## src/design/ostc_pkg.sv

```systemverilog
// Shared types and constants for the order-statistic segment tree core.
// Used by the controller, the datapath and the top level; no dependencies.
`default_nettype none

package ostc_pkg;

    // Tree geometry.
    localparam int MAX_LEAVES = 64;
    localparam int NODE_DEPTH = 2 * MAX_LEAVES;
    localparam int NODE_W     = $clog2(NODE_DEPTH);
    localparam int LEAF_W     = 6;
    localparam int CFG_W      = 7;
    localparam int DATA_W     = 32;
    // Deepest leaf sits this many levels below the root.
    localparam int LEVELS     = $clog2(MAX_LEAVES);
    localparam int SP_W       = $clog2(LEVELS + 1);

    typedef enum logic [1:0] {
        MODE_BUILD  = 2'd0,
        MODE_UPDATE = 2'd1,
        MODE_QUERY  = 2'd2,
        MODE_NONE   = 2'd3
    } mode_t;

    typedef struct packed {
        mode_t                    mode;
        logic [LEAF_W-1:0]        leaf_index;
        logic signed [DATA_W-1:0] new_value;
        logic signed [DATA_W-1:0] rank_key;
    } in_item_t;

    typedef struct packed {
        logic [LEAF_W-1:0]        found_index;
        logic signed [DATA_W-1:0] root_total;
    } out_item_t;

    typedef enum logic [3:0] {
        CMD_NONE,
        CMD_LOAD,
        CMD_BUILD_STEP,
        CMD_UPD_DESC,
        CMD_UPD_UP,
        CMD_QRY_STEP,
        CMD_FINISH
    } dp_op_t;

    typedef struct packed {
        dp_op_t op;
    } dp_cmd_t;

    typedef struct packed {
        logic is_leaf;
        logic stack_empty;
        logic at_root;
        logic parent_root;
        logic next_leaf;
        logic out_free;
    } dp_status_t;

endpackage

`default_nettype wire

```

## src/design/ostc_ctrl.sv

```systemverilog
// Sequencing state machine for the order-statistic segment tree core.
// Depends on ostc_pkg for the command and status types.
`default_nettype none

module ostc_ctrl
    import ostc_pkg::*;
(
    input  wire logic       clk,
    input  wire logic       rst_n,
    input  wire logic       in_valid,
    output logic            in_ready,
    input  wire mode_t      in_mode,
    input  wire dp_status_t status,
    output dp_cmd_t         cmd
);

    typedef enum logic [5:0] {
        S_IDLE  = 6'b000001,
        S_BUILD = 6'b000010,
        S_UDESC = 6'b000100,
        S_UUP   = 6'b001000,
        S_QRY   = 6'b010000,
        S_DONE  = 6'b100000
    } state_t;

    state_t state_reg;
    state_t state_next;

    assign in_ready = (state_reg == S_IDLE);

    always_comb
    begin
        state_next = state_reg;
        cmd.op     = CMD_NONE;
        unique case (state_reg)
            S_IDLE:
            begin
                if (in_valid)
                begin
                    cmd.op = CMD_LOAD;
                    unique case (in_mode)
                        MODE_BUILD:  state_next = S_BUILD;
                        MODE_UPDATE: state_next = S_UDESC;
                        MODE_QUERY:  state_next = S_QRY;
                        MODE_NONE:   state_next = S_DONE;
                    endcase
                end
            end
            S_BUILD:
            begin
                cmd.op = CMD_BUILD_STEP;
                if (status.is_leaf && status.stack_empty)
                begin
                    state_next = S_DONE;
                end
            end
            S_UDESC:
            begin
                cmd.op = CMD_UPD_DESC;
                if (status.is_leaf)
                begin
                    state_next = status.at_root ? S_DONE : S_UUP;
                end
            end
            S_UUP:
            begin
                cmd.op = CMD_UPD_UP;
                if (status.parent_root)
                begin
                    state_next = S_DONE;
                end
            end
            S_QRY:
            begin
                // A one-leaf tree has nothing to descend.
                if (status.is_leaf)
                begin
                    state_next = S_DONE;
                end
                else
                begin
                    cmd.op = CMD_QRY_STEP;
                    if (status.next_leaf)
                    begin
                        state_next = S_DONE;
                    end
                end
            end
            S_DONE:
            begin
                if (status.out_free)
                begin
                    cmd.op     = CMD_FINISH;
                    state_next = S_IDLE;
                end
            end
            default:
            begin
                state_next = S_IDLE;
            end
        endcase
    end

    always_ff @(posedge clk or negedge rst_n)
    begin
        if (!rst_n)
        begin
            state_reg <= S_IDLE;
        end
        else
        begin
            state_reg <= state_next;
        end
    end

endmodule

`default_nettype wire

```

## config.mk

```make
export PLATFORM = sky130hd
export DESIGN_NAME = ostc_ctrl
export DESIGN_NICKNAME = d
export VERILOG_FILES = /design/src/design/ostc_pkg.sv /design/src/design/ostc_ctrl.sv
export SDC_FILE = /design/constraint.sdc
export NUM_CORES = 1
export LEC_CHECK = 0
export ABC_AREA = 1
export BUFFER_PORTS_ARGS = -buffer_cell sky130_fd_sc_hd__buf_4
export CORE_AREA = 3 3 40 42
export DETAILED_ROUTE_END_ITERATION = 12
export DIE_AREA = 0 0 43 45
export PLACE_DENSITY = 0.66
export SLEW_MARGIN = 20
export SYNTH_ARGS = -nofsm -noshare
export SYNTH_HDL_FRONTEND = slang
export SYNTH_SLANG_ARGS = --single-unit
```

## constraint.sdc

```tcl
create_clock -name clk -period 2 [get_ports clk]
set_clock_uncertainty 0.05 [all_clocks]
set_input_delay 0.4 -clock clk [delete_from_list [all_inputs] [get_ports clk]]
set_output_delay 0.4 -clock clk [all_outputs]
set_load 0.02 [all_outputs]
```

==> flow_summary_export.csv <==
group,metric,value,unit
global_routing,use_met1,19.70,%
critical_path,regToRegStartpoint,"state_reg[0]",
floorplan,dieHeight,45,µm
timing,slew_viol_final,0,
clock_tree,clk_latency,0.24,ns
yosys,ys_ff_latch,6,
clock_tree,cts_resized,0,
routing,via_per_inst,4.789,
timing,clock.fmax,537.5,MHz
timing,rsz0062_at_grt,"no",
critical_path,cp-end-kind,"output port",
floorplan,coreArea,1285,µm²
critical_path,r2r_setup_slack,0.58,ns
timing,finalHoldViolCount,0,
floorplan,die_area,1935,µm²
critical_path,reg2reg_depth,9,
global_routing,grt_overflow_total,0,
critical_path,cp-startpoint,"state_reg[0]",
clock_tree,cts_root_buffer,"clkbuf_4",
critical_path,cp.required,1.55,ns
pwr,vdd.ir_drop.worst,635.5,µV
layout,multi_input_area,329.1,µm²
clock_tree,h-tree-depth,1,
critical_path,critPathTopFamily,"flip-flops",
critical_path,path_cells,"inv_2 -> nor2_4 -> nand3_4 -> o211ai_1 -> buf_4",
place,dpl_cell_area,664.4,µm²
yosys,synth_top_area_share,22.83,%
place,numPortBuffers,14,
routing,first_iter_violations,13,
routing,route.detailed.drc,0,
global_routing,top_usage_layer,"met2",
critical_path,cp.arrival,1.41,ns
floorplan,start_util,42.65,%
yosys,synth_flop_cell,"dfrtp_1",
layout,num-fill-cells,124,
floorplan,die_w,43,µm
floorplan,rows,13,
floorplan,io-pin-count,16,
critical_path,r2r_end,"state_reg[4]",
layout,seq_area,151.4,µm²
critical_path,cpMaxStageDelayCell,"dfstp_2",
hold_path,hold-path-cell-count,4,
critical_path,max_stage_delay,0.56,ns
critical_path,crit_fanout,5,
timing,fin_setup_tns,0,ns
global_routing,antenna_found_initial,0,
global_routing,met3_usage,3.984,%
hold_path,hold_start,"in_valid",
hold_path,hold_path.class,"in2reg",
clock_tree,cts_tree,"yes",
clock_tree,cts.clk_slew.worst_paths,0.04,ns
place,dp_hpwl,1002,µm
global_routing,grt_pass1_wl,2063,µm
critical_path,path_buf_inv,2,
clock_tree,cts_sinks,6,
outcome,status,"complete, no violations",
timing,finalSetupViolations,0,
yosys,synth_edf_count,0,
routing,routed_wl,1208,µm
yosys,ys_seq_area_share,27.63,%
routing,dr.pass1.iters,4,
global_routing,grt.total_usage,14.26,%
layout,area_growth,27.85,%
layout,antenna_cells,0,
layout,layoutNonFillerInstCount,114,
critical_path,start_kind,"flip-flop",
yosys,syn-num-nets,92,
yosys,async_flop_share,100.0,%
routing,num_vias,546,
pwr,leakagePower,0.3944,nW
clock_tree,cts_buffers,3,
yosys,avgSynthCellArea,6.766,µm²
global_routing,met2_usage,22.16,%
timing,finalCritPeriodShare,93.03,%
layout,stdcell_area,700.7,µm²
layout,drive_gt1_share,31.31,%
layout,utilization,54.53,%
hold_path,min_to,"state_reg[0]",
yosys,synth.top_cells.by_count,"nand2_1, inv_1, nand3_1, nand4_1, nor2_1",
timing,whs,0.3643,ns
global_routing,grt_start_max_net_pins,10,
layout,final_nets,111,
routing,wl_per_cell,10.60,µm
place,dp_cells,109,
yosys,synth_area_leaders,"dfrtp_1, nand3_1, nand2_1",
yosys,ys_types,19,
yosys,yosysWarnings,0,
pwr,power.density,1286,nW/µm²
timing,fin_crit,1.861,ns
yosys,synth_cells,81,
critical_path,critPathKind,"reg2out",
clock_tree,ctsLongestPathBuffers,2,
yosys,synth_area,548.0,µm²
yosys,synth.largest_area_cell,"dfrtp_1",
global_routing,grt_pass1_vias,506,
place,gp_congestion,0.8192,
routing,drtAntennaViolNets,0,
flow_run,cap_violations,0,
layout,largest_reg_flops,6,
critical_path,cp.depth,5,
yosys,yosysMostFrequentCell,"nand2_1",
metrics by stage:
stage               worst slack, ns  total power, mW
floorplan                    0.3729           0.6297
global placement             0.3794           0.7887
detailed placement           0.3781           0.7851
CTS                          0.1189           0.9111
global route                0.03421           0.9849
finish                       0.1395           0.9007
tightest hold or removal path: cells and delay by family:
| kind | cells | cell delay (ns) |
|---|---|---|
| buffers and inverters | 2 | 0.13 |
| and+or+nand+nor | 2 | 0.12 |
worst max path at each step:
stage                         to  slack [ns]
after floorplan           cmd[0]        0.37
after global placement    cmd[0]        0.38
after detailed placement  cmd[0]        0.38
after CTS                 cmd[0]        0.12
after global routing      cmd[0]        0.03
final                     cmd[0]        0.14
power by group:
part | internal (mW) | leakage [nW] | total (mW) | switching (mW)
sequential | 0.168 | 0.0788 | 0.219 | 0.0504
clock | 0.0755 | 0.0150 | 0.118 | 0.0423
combinational | 0.206 | 0.301 | 0.564 | 0.358
cell type report:
class / instances / share of cell area (%)
multi-input combinational: 58 / 46.96
tap: 15 / 2.679
sequential: 6 / 21.61
timing repair buffer: 15 / 16.43
clock buffer: 4 / 3.750
inverter: 16 / 8.571
cell usage in the layout, fill, tap and decap left out, drive strengths merged:
master and count:
clkbuf 4, buf 14, o211ai 1, nand2 16
dfstp 1, inv 16, nor2 15, nand3 14
nand4 8, or2 1, conb 1, nor3b 1
dlygate4sd3 1, dfrtp 5, nor3 1
repair_timing:
item                      in CTS  in global routing
buffers inserted               0                  0
hold endpoints to repair       5                  0
hold buffers                   1                  0
cells by family after synthesis:
kind of cell / count (synthesis) / share of synthesized area [%]
DFF: 6 / 27.63
and+or+nand+nor: 56 / 57.99
buffers and inverters: 17 / 12.33
other: 1 / 0.6843
AOI/OAI and AO/OA: 1 / 1.370
routing by layer:
| metal | share of wire (%) | up-vias |
|---|---|---|
| met2 | 47 | 12 |
| li1 | - | 295 |
| met5 | 0 | - |
| met1 | 47 | 239 |
| met3 | 5.5 | 0 |
| met4 | 0 | 0 |
Power figures use the tool's default switching activity.
